[config.mk]
export PLATFORM = sky130hd
export DESIGN_NAME = decoded_picture_slot_manager_top
export DESIGN_NICKNAME = d
export VERILOG_FILES = /design/src/design/dpsm_pkg.sv /design/src/design/decoded_picture_slot_manager_top.sv /design/src/design/dpsm_ram.sv /design/src/design/dpsm_scan.sv
export SDC_FILE = /design/constraint.sdc
export NUM_CORES = 2
export LEC_CHECK = 0
export BUFFER_PORTS_ARGS = -buffer_cell sky130_fd_sc_hd__buf_2
export CORE_ASPECT_RATIO = 1.4
export CORE_MARGIN = 3
export CORE_UTILIZATION = 45
export CTS_BUF_LIST = sky130_fd_sc_hd__clkbuf_8
export CTS_CLUSTER_SIZE = 16
export DETAILED_ROUTE_END_ITERATION = 7
export SYNTH_ARGS = -nofsm -noshare
export SYNTH_HDL_FRONTEND = slang
export SYNTH_SLANG_ARGS = --single-unit
[constraint.sdc]
create_clock -name clock -period 10.2 [get_ports clock]
set_clock_uncertainty 0.05 [all_clocks]
set_input_delay 0.51 -clock clock [delete_from_list [all_inputs] [get_ports clock]]
set_output_delay 0.51 -clock clock [all_outputs]
set_load 0.03 [all_outputs]
[src/design/dpsm_pkg.sv]
// shared types, constants and helpers of the decoded picture slot manager
`default_nettype none

package dpsm_pkg;

   localparam int SLOT_COUNT = 16;
   localparam int IDX_W      = $clog2(SLOT_COUNT);
   localparam int CNT_W      = $clog2(SLOT_COUNT + 1);

   localparam int PIC_W   = 32;
   localparam int FLAG_W  = 4;
   localparam int FRAME_W = 16;
   localparam int ORDER_W = 32;
   localparam int AGE_W   = 32;
   localparam int SLOT_W  = 4;
   localparam int STAT_W  = 2;
   localparam int TYPE_W  = 3;

   // payload entry: picture, flags, frame, top order, bottom order from the lowest bit up
   localparam int PAY_W = PIC_W + FLAG_W + FRAME_W + 2 * ORDER_W;

   localparam int REQ_DATA_W = 120;
   localparam int RSP_DATA_W = 128;

   localparam logic [TYPE_W-1:0] REQ_START  = 3'd0;
   localparam logic [TYPE_W-1:0] REQ_REF    = 3'd1;
   localparam logic [TYPE_W-1:0] REQ_LOOKUP = 3'd2;
   localparam logic [TYPE_W-1:0] REQ_FINISH = 3'd3;
   localparam logic [TYPE_W-1:0] REQ_READ   = 3'd4;

   localparam logic [STAT_W-1:0] STATUS_OK      = 2'd0;
   localparam logic [STAT_W-1:0] STATUS_NO_SLOT = 2'd1;
   localparam logic [STAT_W-1:0] STATUS_IGNORED = 2'd2;

   localparam logic [PIC_W-1:0] NULL_PICTURE = '1;

   localparam int FLAG_TOP     = 0;
   localparam int FLAG_BOTTOM  = 1;
   localparam int FLAG_LONG    = 2;
   localparam int FLAG_INVALID = 3;

   typedef struct packed {
      logic valid;
      logic rsv;
      logic used;
   } mark_type;

   typedef struct packed {
      logic clear;
      logic cmp_vld;
   } scan_ctl_type;

   typedef struct packed {
      logic             found;
      logic [IDX_W-1:0] found_idx;
      logic             free;
      logic [IDX_W-1:0] free_idx;
      logic             best;
      logic [IDX_W-1:0] best_idx;
   } scan_res_type;

   function automatic logic [SLOT_W-1:0] slot_field(input logic [IDX_W-1:0] idx);
      logic [IDX_W+SLOT_W-1:0] ext;
      ext = {{SLOT_W{1'b0}}, idx};
      return ext[SLOT_W-1:0];
   endfunction

endpackage

`default_nettype wire

[src/design/decoded_picture_slot_manager_top.sv]
// top level of the decoded picture slot manager: sequencer, slot marks and result register
`default_nettype none

// Keeps SLOT_COUNT reference picture slots tagged by picture id. Start, reference,
// lookup and finish beats scan every slot once through the slot memories, one slot a
// cycle, then commit; the scan is serial because of the single read port of the slot
// memories. Read beats read the addressed slot, then commit. A new beat is accepted
// while a result still waits on rsp_. Results are committed only when the result
// register is free, so a stalled rsp_ side holds the block in its commit cycle. No
// clearing pass is needed after reset.
module decoded_picture_slot_manager_top (
   input  wire logic                              clock,
   input  wire logic                              reset,
   input  wire logic                              req_tvalid,
   output logic                                   req_tready,
   // picture, top_field, bottom_field, long_term, invalid_mark, frame_number,
   // top_order, bottom_order, read_slot
   input  wire logic [dpsm_pkg::REQ_DATA_W-1:0]   req_tdata,
   // req_type
   input  wire logic [dpsm_pkg::TYPE_W-1:0]       req_tuser,
   output logic                                   rsp_tvalid,
   input  wire logic                              rsp_tready,
   // slot, hit, field_refs, entry_valid, entry_active, entry_long_term, entry_picture,
   // entry_frame, entry_top_order, entry_bottom_order, zero padding
   output logic      [dpsm_pkg::RSP_DATA_W-1:0]   rsp_tdata,
   // status
   output logic      [dpsm_pkg::STAT_W-1:0]       rsp_tuser
);

   localparam int N     = dpsm_pkg::SLOT_COUNT;
   localparam int IDXW  = dpsm_pkg::IDX_W;
   localparam int CNTW  = dpsm_pkg::CNT_W;
   localparam int RSW   = IDXW + dpsm_pkg::SLOT_W;

   typedef enum logic [1:0] {ST_IDLE, ST_SCAN, ST_READ, ST_EXEC} state_type;

   state_type state_ff, state_in;

   logic [dpsm_pkg::TYPE_W-1:0]  type_ff;
   logic [dpsm_pkg::PIC_W-1:0]   pic_ff;
   logic [dpsm_pkg::FLAG_W-1:0]  flags_ff;
   logic [dpsm_pkg::FRAME_W-1:0] frame_ff;
   logic [dpsm_pkg::ORDER_W-1:0] top_ff;
   logic [dpsm_pkg::ORDER_W-1:0] bot_ff;
   logic [dpsm_pkg::SLOT_W-1:0]  rslot_ff;

   logic [CNTW-1:0] rd_idx_ff, rd_idx_in;
   logic            cmp_vld_ff, cmp_vld_in;
   logic [IDXW-1:0] cmp_idx_ff, cmp_idx_in;

   logic [N-1:0] valid_ff, valid_in;
   logic [N-1:0] rsv_ff, rsv_in;
   logic [N-1:0] used_ff, used_in;

   logic [dpsm_pkg::AGE_W-1:0] age_cnt_ff, age_cnt_in;
   logic [IDXW-1:0]            out_slot_ff, out_slot_in;

   logic                              rsp_valid_ff, rsp_valid_in;
   logic [dpsm_pkg::RSP_DATA_W-1:0]   rsp_data_ff, rsp_data_in;
   logic [dpsm_pkg::STAT_W-1:0]       rsp_stat_ff, rsp_stat_in;

   logic req_fire, exec_fire;

   logic                        ram_re, pay_we, age_we;
   logic [IDXW-1:0]             ram_addr, wr_idx;
   logic [dpsm_pkg::PAY_W-1:0]  pay_wdata, pay_rdata;
   logic [dpsm_pkg::AGE_W-1:0]  age_wdata, age_rdata;

   logic [RSW-1:0]  rs_ext;
   logic            rs_oor;
   logic [IDXW-1:0] read_idx, mark_idx;

   dpsm_pkg::mark_type     mark_sel;
   dpsm_pkg::scan_ctl_type scan_ctl;
   dpsm_pkg::scan_res_type scan_res;

   logic                        pic_null, alloc_ok;
   logic [IDXW-1:0]             alloc_idx;
   logic [dpsm_pkg::SLOT_W-1:0] o_slot;
   logic                        o_hit, o_valid, o_active, o_long;
   logic [1:0]                  o_fref;
   logic [dpsm_pkg::PIC_W-1:0]   o_pic;
   logic [dpsm_pkg::FRAME_W-1:0] o_frame;
   logic [dpsm_pkg::ORDER_W-1:0] o_top, o_bot;
   logic [dpsm_pkg::STAT_W-1:0]  o_stat;

   assign req_tready = (state_ff == ST_IDLE);
   assign req_fire   = req_tvalid && req_tready;
   assign exec_fire  = (state_ff == ST_EXEC) && (!rsp_valid_ff || rsp_tready);

   assign rs_ext   = RSW'(rslot_ff);
   assign rs_oor   = (rs_ext >= RSW'(N));
   assign read_idx = rs_ext[IDXW-1:0];
   assign mark_idx = (state_ff == ST_SCAN) ? cmp_idx_ff : read_idx;

   assign mark_sel.valid = valid_ff[mark_idx];
   assign mark_sel.rsv   = rsv_ff[mark_idx];
   assign mark_sel.used  = used_ff[mark_idx];

   assign scan_ctl.clear   = req_fire;
   assign scan_ctl.cmp_vld = cmp_vld_ff;

   assign pic_null  = (pic_ff == dpsm_pkg::NULL_PICTURE);
   assign alloc_ok  = scan_res.free || scan_res.best;
   assign alloc_idx = scan_res.free ? scan_res.free_idx : scan_res.best_idx;

   assign pay_wdata = {bot_ff, top_ff, frame_ff, flags_ff, pic_ff};

   dpsm_ram #(
      .WIDTH (dpsm_pkg::PAY_W),
      .DEPTH (N)
   ) u_pay_ram (
      .clock (clock),
      .we    (pay_we),
      .re    (ram_re),
      .addr  (ram_addr),
      .wdata (pay_wdata),
      .rdata (pay_rdata)
   );

   dpsm_ram #(
      .WIDTH (dpsm_pkg::AGE_W),
      .DEPTH (N)
   ) u_age_ram (
      .clock (clock),
      .we    (age_we),
      .re    (ram_re),
      .addr  (ram_addr),
      .wdata (age_wdata),
      .rdata (age_rdata)
   );

   dpsm_scan u_scan (
      .clock     (clock),
      .reset     (reset),
      .ctl       (scan_ctl),
      .idx       (cmp_idx_ff),
      .pic       (pic_ff),
      .entry_pic (pay_rdata[dpsm_pkg::PIC_W-1:0]),
      .entry_age (age_rdata),
      .mark      (mark_sel),
      .res       (scan_res)
   );

   // sequencing and memory port
   always_comb begin
      state_in   = state_ff;
      rd_idx_in  = rd_idx_ff;
      cmp_vld_in = 1'b0;
      cmp_idx_in = cmp_idx_ff;
      ram_re     = 1'b0;
      ram_addr   = wr_idx;
      case (state_ff)
         ST_IDLE: begin
            if (req_fire) begin
               rd_idx_in = '0;
               if (req_tuser == dpsm_pkg::REQ_READ) begin
                  state_in = ST_READ;
               end else if (req_tuser == dpsm_pkg::REQ_START ||
                            req_tuser == dpsm_pkg::REQ_REF ||
                            req_tuser == dpsm_pkg::REQ_LOOKUP ||
                            req_tuser == dpsm_pkg::REQ_FINISH) begin
                  state_in = ST_SCAN;
               end else begin
                  state_in = ST_EXEC;
               end
            end
         end
         ST_SCAN: begin
            ram_addr = rd_idx_ff[IDXW-1:0];
            if (rd_idx_ff == CNTW'(N)) begin
               state_in = ST_EXEC;
            end else begin
               ram_re     = 1'b1;
               cmp_vld_in = 1'b1;
               cmp_idx_in = rd_idx_ff[IDXW-1:0];
               rd_idx_in  = rd_idx_ff + CNTW'(1);
            end
         end
         ST_READ: begin
            ram_addr = read_idx;
            ram_re   = 1'b1;
            state_in = ST_EXEC;
         end
         ST_EXEC: begin
            if (exec_fire) begin
               state_in = ST_IDLE;
            end
         end
         default: begin
            state_in = ST_IDLE;
         end
      endcase
   end

   // commit of one beat
   always_comb begin
      valid_in    = valid_ff;
      rsv_in      = rsv_ff;
      used_in     = used_ff;
      age_cnt_in  = age_cnt_ff;
      out_slot_in = out_slot_ff;
      pay_we      = 1'b0;
      age_we      = 1'b0;
      wr_idx      = '0;
      age_wdata   = age_cnt_ff;
      o_slot      = '0;
      o_hit       = 1'b0;
      o_fref      = '0;
      o_valid     = 1'b0;
      o_active    = 1'b0;
      o_long      = 1'b0;
      o_pic       = '0;
      o_frame     = '0;
      o_top       = '0;
      o_bot       = '0;
      o_stat      = dpsm_pkg::STATUS_OK;
      case (type_ff)
         dpsm_pkg::REQ_START: begin
            if (scan_res.found || alloc_ok) begin
               wr_idx      = scan_res.found ? scan_res.found_idx : alloc_idx;
               age_we      = exec_fire;
               age_wdata   = '0;
               valid_in[wr_idx] = 1'b0;
               rsv_in[wr_idx]   = 1'b1;
               out_slot_in = wr_idx;
               o_slot      = dpsm_pkg::slot_field(wr_idx);
               o_hit       = scan_res.found;
            end else begin
               o_stat = dpsm_pkg::STATUS_NO_SLOT;
            end
            age_cnt_in = age_cnt_ff + dpsm_pkg::AGE_W'(1);
            used_in    = '0;
         end
         dpsm_pkg::REQ_REF: begin
            if (pic_null) begin
               o_stat = dpsm_pkg::STATUS_IGNORED;
            end else if (scan_res.found) begin
               wr_idx          = scan_res.found_idx;
               age_we          = exec_fire;
               used_in[wr_idx] = 1'b1;
               o_slot          = dpsm_pkg::slot_field(wr_idx);
               o_hit           = 1'b1;
            end else if (alloc_ok) begin
               wr_idx           = alloc_idx;
               pay_we           = exec_fire;
               age_we           = exec_fire;
               valid_in[wr_idx] = 1'b1;
               rsv_in[wr_idx]   = 1'b0;
               used_in[wr_idx]  = !flags_ff[dpsm_pkg::FLAG_INVALID];
               o_slot           = dpsm_pkg::slot_field(wr_idx);
            end else begin
               o_stat = dpsm_pkg::STATUS_NO_SLOT;
            end
         end
         dpsm_pkg::REQ_LOOKUP: begin
            if (scan_res.found) begin
               o_slot = dpsm_pkg::slot_field(scan_res.found_idx);
               o_hit  = 1'b1;
               o_fref = {flags_ff[dpsm_pkg::FLAG_BOTTOM], flags_ff[dpsm_pkg::FLAG_TOP]};
            end else begin
               o_stat = dpsm_pkg::STATUS_NO_SLOT;
            end
         end
         dpsm_pkg::REQ_FINISH: begin
            if (pic_null) begin
               o_stat = dpsm_pkg::STATUS_IGNORED;
            end else if (scan_res.found) begin
               o_slot = dpsm_pkg::slot_field(scan_res.found_idx);
               o_hit  = 1'b1;
               o_stat = dpsm_pkg::STATUS_IGNORED;
            end else begin
               wr_idx           = out_slot_ff;
               pay_we           = exec_fire;
               age_we           = exec_fire;
               valid_in[wr_idx] = 1'b1;
               rsv_in[wr_idx]   = 1'b0;
               used_in[wr_idx]  = !flags_ff[dpsm_pkg::FLAG_INVALID];
               o_slot           = dpsm_pkg::slot_field(wr_idx);
            end
         end
         dpsm_pkg::REQ_READ: begin
            if (rs_oor) begin
               o_stat = dpsm_pkg::STATUS_IGNORED;
            end else begin
               o_slot = dpsm_pkg::slot_field(read_idx);
               if (mark_sel.valid) begin
                  o_valid  = 1'b1;
                  o_active = mark_sel.used;
                  o_long   = pay_rdata[dpsm_pkg::PIC_W + dpsm_pkg::FLAG_LONG];
                  {o_bot, o_top, o_frame} =
                     pay_rdata[dpsm_pkg::PAY_W-1:dpsm_pkg::PIC_W+dpsm_pkg::FLAG_W];
                  o_pic = pay_rdata[dpsm_pkg::PIC_W-1:0];
               end
            end
         end
         default: begin
            o_stat = dpsm_pkg::STATUS_IGNORED;
         end
      endcase
      if (!exec_fire) begin
         valid_in    = valid_ff;
         rsv_in      = rsv_ff;
         used_in     = used_ff;
         age_cnt_in  = age_cnt_ff;
         out_slot_in = out_slot_ff;
      end
   end

   // result register
   always_comb begin
      rsp_valid_in = rsp_valid_ff;
      rsp_data_in  = rsp_data_ff;
      rsp_stat_in  = rsp_stat_ff;
      if (exec_fire) begin
         rsp_valid_in = 1'b1;
         rsp_data_in  = {6'd0, o_bot, o_top, o_frame, o_pic, o_long, o_active, o_valid,
                         o_fref, o_hit, o_slot};
         rsp_stat_in  = o_stat;
      end else if (rsp_tready) begin
         rsp_valid_in = 1'b0;
      end
   end

   always_ff @(posedge clock) begin
      if (reset) begin
         state_ff     <= ST_IDLE;
         rd_idx_ff    <= '0;
         cmp_vld_ff   <= 1'b0;
         cmp_idx_ff   <= '0;
         valid_ff     <= '0;
         rsv_ff       <= '0;
         used_ff      <= '0;
         age_cnt_ff   <= '0;
         out_slot_ff  <= '0;
         rsp_valid_ff <= 1'b0;
      end else begin
         state_ff     <= state_in;
         rd_idx_ff    <= rd_idx_in;
         cmp_vld_ff   <= cmp_vld_in;
         cmp_idx_ff   <= cmp_idx_in;
         valid_ff     <= valid_in;
         rsv_ff       <= rsv_in;
         used_ff      <= used_in;
         age_cnt_ff   <= age_cnt_in;
         out_slot_ff  <= out_slot_in;
         rsp_valid_ff <= rsp_valid_in;
      end
      rsp_data_ff <= rsp_data_in;
      rsp_stat_ff <= rsp_stat_in;
      if (req_fire) begin
         type_ff  <= req_tuser;
         pic_ff   <= req_tdata[31:0];
         flags_ff <= req_tdata[35:32];
         frame_ff <= req_tdata[51:36];
         top_ff   <= req_tdata[83:52];
         bot_ff   <= req_tdata[115:84];
         rslot_ff <= req_tdata[119:116];
      end
   end

   assign rsp_tvalid = rsp_valid_ff;
   assign rsp_tdata  = rsp_data_ff;
   assign rsp_tuser  = rsp_stat_ff;

   // a slot is never both holding a picture and reserved
   a_valid_rsv_excl: assert property (@(posedge clock) disable iff (reset)
      (valid_ff & rsv_ff) == '0)
      else $error("slot both valid and reserved");

   a_busy_after_accept: assert property (@(posedge clock) disable iff (reset)
      req_fire |=> !req_tready)
      else $error("beat accepted while busy");

   a_rsp_from_exec: assert property (@(posedge clock) disable iff (reset)
      $rose(rsp_valid_ff) |-> $past(state_ff == ST_EXEC))
      else $error("result raised outside commit");

   a_match_is_valid: assert property (@(posedge clock) disable iff (reset)
      (state_ff == ST_EXEC && scan_res.found) |-> valid_ff[scan_res.found_idx])
      else $error("scan match on slot without picture");

endmodule

`default_nettype wire

[src/design/dpsm_ram.sv]
// single-port synchronous ram with registered read data
`default_nettype none

module dpsm_ram #(
   parameter int WIDTH = 32,
   parameter int DEPTH = 16
) (
   input  wire logic                     clock,
   input  wire logic                     we,
   input  wire logic                     re,
   input  wire logic [$clog2(DEPTH)-1:0] addr,
   input  wire logic [WIDTH-1:0]         wdata,
   output logic      [WIDTH-1:0]         rdata
);

   logic [WIDTH-1:0] mem [DEPTH];
   logic [WIDTH-1:0] rdata_ff;

   always_ff @(posedge clock) begin
      if (we) begin
         mem[addr] <= wdata;
      end
      if (re) begin
         rdata_ff <= mem[addr];
      end
   end

   assign rdata = rdata_ff;

endmodule

`default_nettype wire

[src/design/dpsm_scan.sv]
// slot scan unit: first match, first free slot and oldest unused slot
`default_nettype none

module dpsm_scan (
   input  wire logic                          clock,
   input  wire logic                          reset,
   input  wire dpsm_pkg::scan_ctl_type        ctl,
   input  wire logic [dpsm_pkg::IDX_W-1:0]    idx,
   input  wire logic [dpsm_pkg::PIC_W-1:0]    pic,
   input  wire logic [dpsm_pkg::PIC_W-1:0]    entry_pic,
   input  wire logic [dpsm_pkg::AGE_W-1:0]    entry_age,
   input  wire dpsm_pkg::mark_type            mark,
   output dpsm_pkg::scan_res_type             res
);

   dpsm_pkg::scan_res_type          res_ff, res_in;
   logic [dpsm_pkg::AGE_W-1:0]      best_age_ff, best_age_in;

   always_comb begin
      res_in      = res_ff;
      best_age_in = best_age_ff;
      if (ctl.clear) begin
         res_in      = '0;
         best_age_in = '1;
      end else if (ctl.cmp_vld) begin
         if (!res_ff.found && mark.valid && entry_pic == pic) begin
            res_in.found     = 1'b1;
            res_in.found_idx = idx;
         end
         if (!res_ff.free && !mark.valid && !mark.rsv) begin
            res_in.free     = 1'b1;
            res_in.free_idx = idx;
         end
         if (!mark.used && entry_age < best_age_ff) begin
            res_in.best     = 1'b1;
            res_in.best_idx = idx;
            best_age_in     = entry_age;
         end
      end
   end

   always_ff @(posedge clock) begin
      if (reset) begin
         res_ff      <= '0;
         best_age_ff <= '1;
      end else begin
         res_ff      <= res_in;
         best_age_ff <= best_age_in;
      end
   end

   assign res = res_ff;

endmodule

`default_nettype wire

**Word level (Yosys, flattened, before mapping)**

Memories as Yosys holds them, arrays and structs flattened. A register that Yosys moved wholly into a read port is not among the register bits.
Index checks and enable logic that the tools add are counted.

- Reduce and logical (&&, ||, !) cells: 46
- Bitwise operators: 14
- Eq/ne operators: 25
- Order comparisons: 11
- $add $sub $neg: 2
- Muxes and demuxes: 95

Operators with widths:

| kind | count |
|---|---|
| 16-bit two-way mux | 17 |
| 16-bit one-hot mux with 3 select lines | 3 |
| 32-bit two-way mux | 2 |
| 16-bit OR | 4 |
| 4-bit two-way mux | 13 |
| 16-bit AND | 3 |
| 16-bit inverter | 3 |
| 32-bit by 1-bit adder with 32-bit output (second input constant) | 1 |
| 16-bit bitwise mux | 2 |
| 32-bit == test | 1 |
| 32-bit == test (second input constant) | 1 |
| 32-bit < comparator | 1 |
| 1-bit two-way mux | 30 |
| 4-bit by 5-bit < comparator with 1-bit output (second input constant) | 5 |
| 4-bit one-hot mux with 5 select lines | 1 |
| 2-bit two-way mux | 9 |
| 1-bit demux with 4-bit select | 4 |
| 4-bit by 1-bit >= comparator with 1-bit output (second input constant) | 4 |
| 2-bit inequality test (second input constant) | 8 |
| 1-bit binary-select mux with 4-bit select | 3 |
| 3-bit by 2-bit == test with 1-bit output (second input constant) | 4 |
| 4-bit one-hot mux with 3 select lines | 1 |
| 2-bit AND reduction | 6 |
| 1-bit logical AND | 11 |
| 28 further kinds | 56 |

- Input port bits: 127
- Register bits after elaboration: 391
- Bits in writable memories: 2,368
- Memories kept: 2
- Output and inout port bits: 132

Memories:

| memory | depth | bits a word | rd ports | clocked after Yosys merged registers in | wr ports | line | source |
|---|---|---|---|---|---|---|---|
| u_pay_ram.mem | 16 | 116 | 1 | 1 | 1 | dpsm_ram.sv:16 | `logic [WIDTH-1:0] mem [DEPTH];` |
| u_age_ram.mem | 16 | 32 | 1 | 1 | 1 | dpsm_ram.sv:16 |  |

**Longest topological paths before layout**

- Word-level depth: 11
- Mapped depth: 14

**By module**

A second synthesis with hierarchy kept.

- Cells, all modules: 5,407
- Area total of the unflattened synthesis: 110,972.7 um2

By module, submodules not included:

| module | instances | area each (um2) | cells an instance |
|---|---|---|---|
| dpsm_ram at u_pay_ram | 1 | 72,766.0 | 2,967 |
| dpsm_ram at u_age_ram | 1 | 20,183.1 | 840 |
| decoded_picture_slot_manager_top | 1 | 15,034.4 | 1,254 |
| dpsm_scan | 1 | 2,989.1 | 346 |

**Worst setup path after synthesis**

OpenSTA, ideal clock, no wires.

- Path type: register to register
- From: register state_ff[0]
- To: memory u_pay_ram.mem[5][0] (netlist name), enable pin
- Arrival time: 7.410 ns
- Period minus slack after synthesis: 8.046 ns
- Required time: 9.563 ns
- Stages on the path, launching flop included: 14
- Slack: 2.154 ns
- Path buffers: 5
- Cells stage by stage: dfxtp_1 inv_1 ha_1 clkbuf_1 or3_1 nor3b_1 a32o_1 buf_2 or2_1 buf_2 clkbuf_1 clkbuf_1 nand2_1 nor2_1

- Cells in the longest elaborated chain, start to end: 8
- Elaborated cells on any way between the ends: 13

RTL lines:

| item | line | source |
|---|---|---|
| start, declared | decoded_picture_slot_manager_top.sv:37 | `state_type state_ff, state_in;` |
| start signal, assigned | decoded_picture_slot_manager_top.sv:338 | `state_ff <= state_in;` |
| 2-bit == test | decoded_picture_slot_manager_top.sv:89 | `assign exec_fire = (state_ff == ST_EXEC) && (!rsp_valid_ff \|\| rsp_tready);` |
| 1-bit logical AND | decoded_picture_slot_manager_top.sv:89 |  |
| 1-bit two-way mux | decoded_picture_slot_manager_top.sv:244 | `end else if (alloc_ok) begin` |
| 1-bit two-way mux | decoded_picture_slot_manager_top.sv:238 | `end else if (scan_res.found) begin` |
| 1-bit two-way mux | decoded_picture_slot_manager_top.sv:236 | `if (pic_null) begin` |
| 1-bit one-hot mux with 2 select lines | decoded_picture_slot_manager_top.sv:218 | `case (type_ff)` |
| 1-bit two-way mux | dpsm_ram.sv:20 | `if (we) begin` |
| 1-bit two-way mux (not written as such) | dpsm_ram.sv:21 | `mem[addr] <= wdata;` |
| end, declared | dpsm_ram.sv:16 |  |

Parallel ways exist; a longest one is shown, timed or not.

**Worst setup path after layout**

- From: register pic_ff[27] (netlist name)
- To: memory u_pay_ram.mem[5][13] (netlist name), enable pin

- Cells in the longest elaborated chain, start to end: 5
- Elaborated cells on any way between the ends: 10

RTL lines:

| item | line | source |
|---|---|---|
| start, declared | decoded_picture_slot_manager_top.sv:40 | `logic [dpsm_pkg::PIC_W-1:0] pic_ff;` |
| start signal, assigned | decoded_picture_slot_manager_top.sv:353 | `pic_ff <= req_tdata[31:0];` |
| 32-bit == test * | decoded_picture_slot_manager_top.sv:103 | `assign pic_null = (pic_ff == dpsm_pkg::NULL_PICTURE);` |
| 1-bit two-way mux, on equally long branches | decoded_picture_slot_manager_top.sv:266, decoded_picture_slot_manager_top.sv:236 |  |
| 1-bit one-hot mux with 2 select lines | decoded_picture_slot_manager_top.sv:218 |  |
| 1-bit two-way mux | dpsm_ram.sv:20 |  |
| 1-bit two-way mux (not written as such) | dpsm_ram.sv:21 |  |

Every way passes the cells marked *; elsewhere a longest branch is shown, timed or not.

==> impl_metrics.csv <==
group,metric,value,unit
outcome,status,"finished, final reports clean",
clock_network,clk_latency,1.04,ns
finish,fillCellCount,20600,
synthesis,synth.distinct_cells,72,
timing,rsz0062_at_grt,"false",
timing,whs,0.142,ns
synthesis,synth_edf_count,2712,
global_route,grt.total_usage,24.4,%
synthesis,ys.flop_type,"edfxtp_1",
clock_network,post_cts_buffers,0,
synthesis,synth_seq_area_share,74.4,%
critical_path,r2r_end,"u_pay_ram.mem[5][13]$_DFFE_PP_",
power,p_leak,39.8,nW
timing,hold_viol_final,0,
flow_run,maxCapViolations,0,
critical_path,worst-setup-path-type,"register to register",
clock_network,post_cts_resized,0,
min_path,min_from,"req_tdata[118]",
routing,top_layer_used,"met5",
critical_path,start_kind,"register",
clock_network,clk_path_buf_depth,4,
power,p_seq_share,46.0,%
critical_path,crit_arrival,7.21,ns
synthesis,synthMuxAreaShare,5.75,%
power,power.share.clock,27.5,%
clock_network,cts_tree,"done",
placed_design,place_ws,3.50,ns
timing,final-setup-viol-count,0,
timing,max_slew.worst_pin.slew,1.24,ns
timing,fmax,150,MHz
synthesis,ys_seq_elements,2856,
routing,wl,325,mm
global_route,grt_max_degree,204,
finish,finalNetCount,7560,
timing,max_slew_margin,15.3,%
timing,fin_crit,6.65,ns
power,switching_share,33.6,%
global_route,overflow,0,
min_path,hp-class,"primary input to register",
clock_network,htree_levels,5,
routing,drcViolationCount,0,
synthesis,async_reset_ff_share,0,%
power,pwr-share-comb,26.5,%
power,powerDensity,249,nW/µm²
routing,vias,70600,
timing,finalCritPeriodShare,65.2,%
clock_network,cts.reportedPaths.clkPinSlew,0.06,ns
die,fp.dieH,600,µm
routing,wl_met2,161,mm
synthesis,synth-simple-area-share,10.1,%
synthesis,avgSynthCellArea,15.9,µm²
critical_path,crit_required,10.76,ns
finish,syn2layout_area_growth,11.8,%
timing,maxSlewViolCount,0,
critical_path,worstReg2RegStart,"pic_ff[27]$_DFFE_PP_",
placed_design,dp_hpwl,159,mm
clock_network,cts_root_buf,"clkbuf_8",
timing,setup_slack,3.55,ns
critical_path,reg2reg_slack,3.55,ns
synthesis,synth_compound_area_share,6.20,%
routing,dr_wl_met3,22.3,mm
die,die_x,430,µm
placed_design,port_buffers,252,
power,p_sw,0.0106,W
die,start_util,45.3,%
routing,via_per_inst,6.42,
min_path,worstHoldEndpoint,"read_idx[2]$_DFFE_PP_",
critical_path,reg2reg_depth,9,
clock_network,clkSinkCount,2856,
synthesis,synthCells,7124,
power,peakVddDrop,456,µV
power,internal_power,0.0210,W
die,io_pins,259,
finish,layout-drive-gt1-share,12.7,%
die,rows,217,
routing,wl_per_cell,29.5,µm
routing,ant_nets,0,
critical_path,critPathMaxFanout,59,
routing,drt_iter0_markers,8155,
die,die_area,258000,µm²
critical_path,cp-end-kind,"register",
die,core,250000,µm²
clock_network,cts_made_buffers,431,
routing,m1WireLength,131,mm
synthesis,synth_top_family_by_area,"simple AND/OR/NAND/NOR gates",
min_path,whs_path_depth,2,
routing,drt_pass1_iterations,6,
synthesis,synth_warnings,0,
placed_design,gp_congestion,0.854,
global_route,antenna_found_initial,20,
synthesis,synth_xor_area_share,0.494,%
synthesis,syn-cell-area,113000,µm²
global_route,grt_pass1_vias,70600,
timing,setup-tns-final,0,ns
synthesis,synth_adder_area_share,0.430,%
power,finalPower,0.0316,W
global_route,grt_pass1_wl,474,mm
-- cell usage after synthesis, types with 39 or more instances --
master / number / area share (%)
ha_1: 39 / 0.43
xor2_1: 42 / 0.32
and2_1: 41 / 0.23
nor4_1: 1202 / 6.6
a21oi_1: 55 / 0.24
nor2_1: 175 / 0.58
a2111oi_0: 578 / 4.5
edfxtp_1: 2712 / 72
nand2_1: 98 / 0.32
inv_1: 49 / 0.16
o21ai_0: 59 / 0.26
a31oi_1: 39 / 0.22
and3_1: 123 / 0.68
mux2i_1: 621 / 5.5
or4_1: 144 / 0.95
clkbuf_1: 526 / 1.7
dfxtp_1: 144 / 2.5
buf_2: 106 / 0.47
-- power groups by stage --
stage / clock [W] / sequential, W / combinational [W]
finish: 0.00869 / 0.0145 / 0.00839
global route: 0.00939 / 0.0146 / 0.00896
CTS: 0.00886 / 0.0145 / 0.00835
detailed placement: 0 / 0.0148 / 0.00827
global placement: 0 / 0.0147 / 0.00817
floorplan: 0 / 0.0146 / 0.00589
-- kinds of logic (layout without fill, tap and decap cells) --
logic type	Yosys count	count (layout)
AO/OA/AOI/OAI	877	877
XOR/XNOR	64	64
adder cells (fa/ha/maj)	39	39
buffers and inverters	737	1322
flip-flops	2856	2856
multiplexers	636	636
other	1	13
AND/OR/NAND/NOR	1914	1914
-- flip-flops by register name, indices dropped and copies added, names as in the netlist, 32 cells and up --
signal / cells
top_ff: 32
pic_ff: 32
u_age_ram.rdata: 32
age_cnt_ff: 32
u_scan.best_age_ff: 32
u_age_ram.mem: 512
u_pay_ram.rdata: 113
u_pay_ram.mem: 1808
bot_ff: 32
rsp_tdata: 122
-- area by class of cell --
type | instances | area, µm² | share of cell area [%]
timing repair buffer | 519 | 3920 | 3.09
sequential | 2856 | 84300 | 66.5
tap | 3285 | 4110 | 3.24
inverter | 50 | 195 | 0.154
clock buffer | 444 | 6110 | 4.82
multi-input combinational | 3536 | 26500 | 20.9
clock inverter | 309 | 1620 | 1.28
antenna | 7 | 17.5 | 0.0138
-- metal layers --
metal	GRT usage, %	up-vias
met3	3.47	613
met1	32.4	36400
met2	41.1	3234
met4	8.99	6
li1	-	30400
met5	0	-
-- metrics by stage --
stage | instance area (µm²) | utilization [%] | instances
global route | 127000 | 50.7 | 11000
detailed placement | 118000 | 47.1 | 10100
CTS | 127000 | 50.7 | 11000
floorplan | 113000 | - | 7129
finish | 127000 | 50.7 | 11000
global placement | 118000 | 47.1 | 10100
-- worst max-delay path, stage by stage (launching register included) --
cell and delay, ns:
edfxtp_1 0.73, nand4_1 0.28, nor4_2 0.89, a31oi_1 0.41, and3_1 0.37, o31ai_4 0.18
buf_4 0.75, nand2_1 0.69, nor2_4 1.07, buf_4 0.75
-- placed cells by master (no fill, tap or decap), types with 20 or more instances in the layout --
cell type,synthesis,layout
edfxtp_1,2712,2712
nor4_1,1202,1201
mux2i_1,621,618
a2111oi_0,578,578
clkbuf_8,0,444
buf_2,106,252
inv_1,49,181
or4_1,144,144
dfxtp_1,144,144
nor2_1,175,141
dlygate4sd3_1,0,127
and3_1,123,123
buf_4,22,113
clkinv_1,1,109
nand2_1,98,98
o21ai_0,59,59
a21oi_1,55,54
xor2_1,42,42
and2_1,41,40
ha_1,39,39
a31oi_1,39,38
nor2_4,0,34
clkinv_2,0,34
nand4_1,32,32
nand3_1,31,31
o22ai_1,29,29
buf_12,0,27
xnor2_1,22,22
a22oi_1,21,21
a211oi_1,20,20
-- what timing repair did --
item                                   CTS  global route
hold buffers                           127             0
endpoints found under the hold margin  129             0
setup endpoints to repair                0             0
-- how the worst max path moves through the flow --
stage                        startpoint                             end  slack (ns)  cells past startpoint
2_1_floorplan  state_ff[0]$_SDFFE_PP0P_   u_pay_ram.mem[5][0]$_DFFE_PP_        2.15                     13
3_3_place_gp       pic_ff[28]$_DFFE_PP_  u_pay_ram.mem[5][20]$_DFFE_PP_        3.63                      9
3_5_place_dp       pic_ff[28]$_DFFE_PP_  u_pay_ram.mem[5][18]$_DFFE_PP_        3.50                      9
4_1_cts            pic_ff[28]$_DFFE_PP_  u_pay_ram.mem[5][13]$_DFFE_PP_        3.48                      9
5_1_grt            pic_ff[26]$_DFFE_PP_  u_pay_ram.mem[5][13]$_DFFE_PP_        3.24                      9
6_report           pic_ff[27]$_DFFE_PP_  u_pay_ram.mem[5][13]$_DFFE_PP_        3.55                      9
Note: power is estimated with default switching activity, not from simulation.
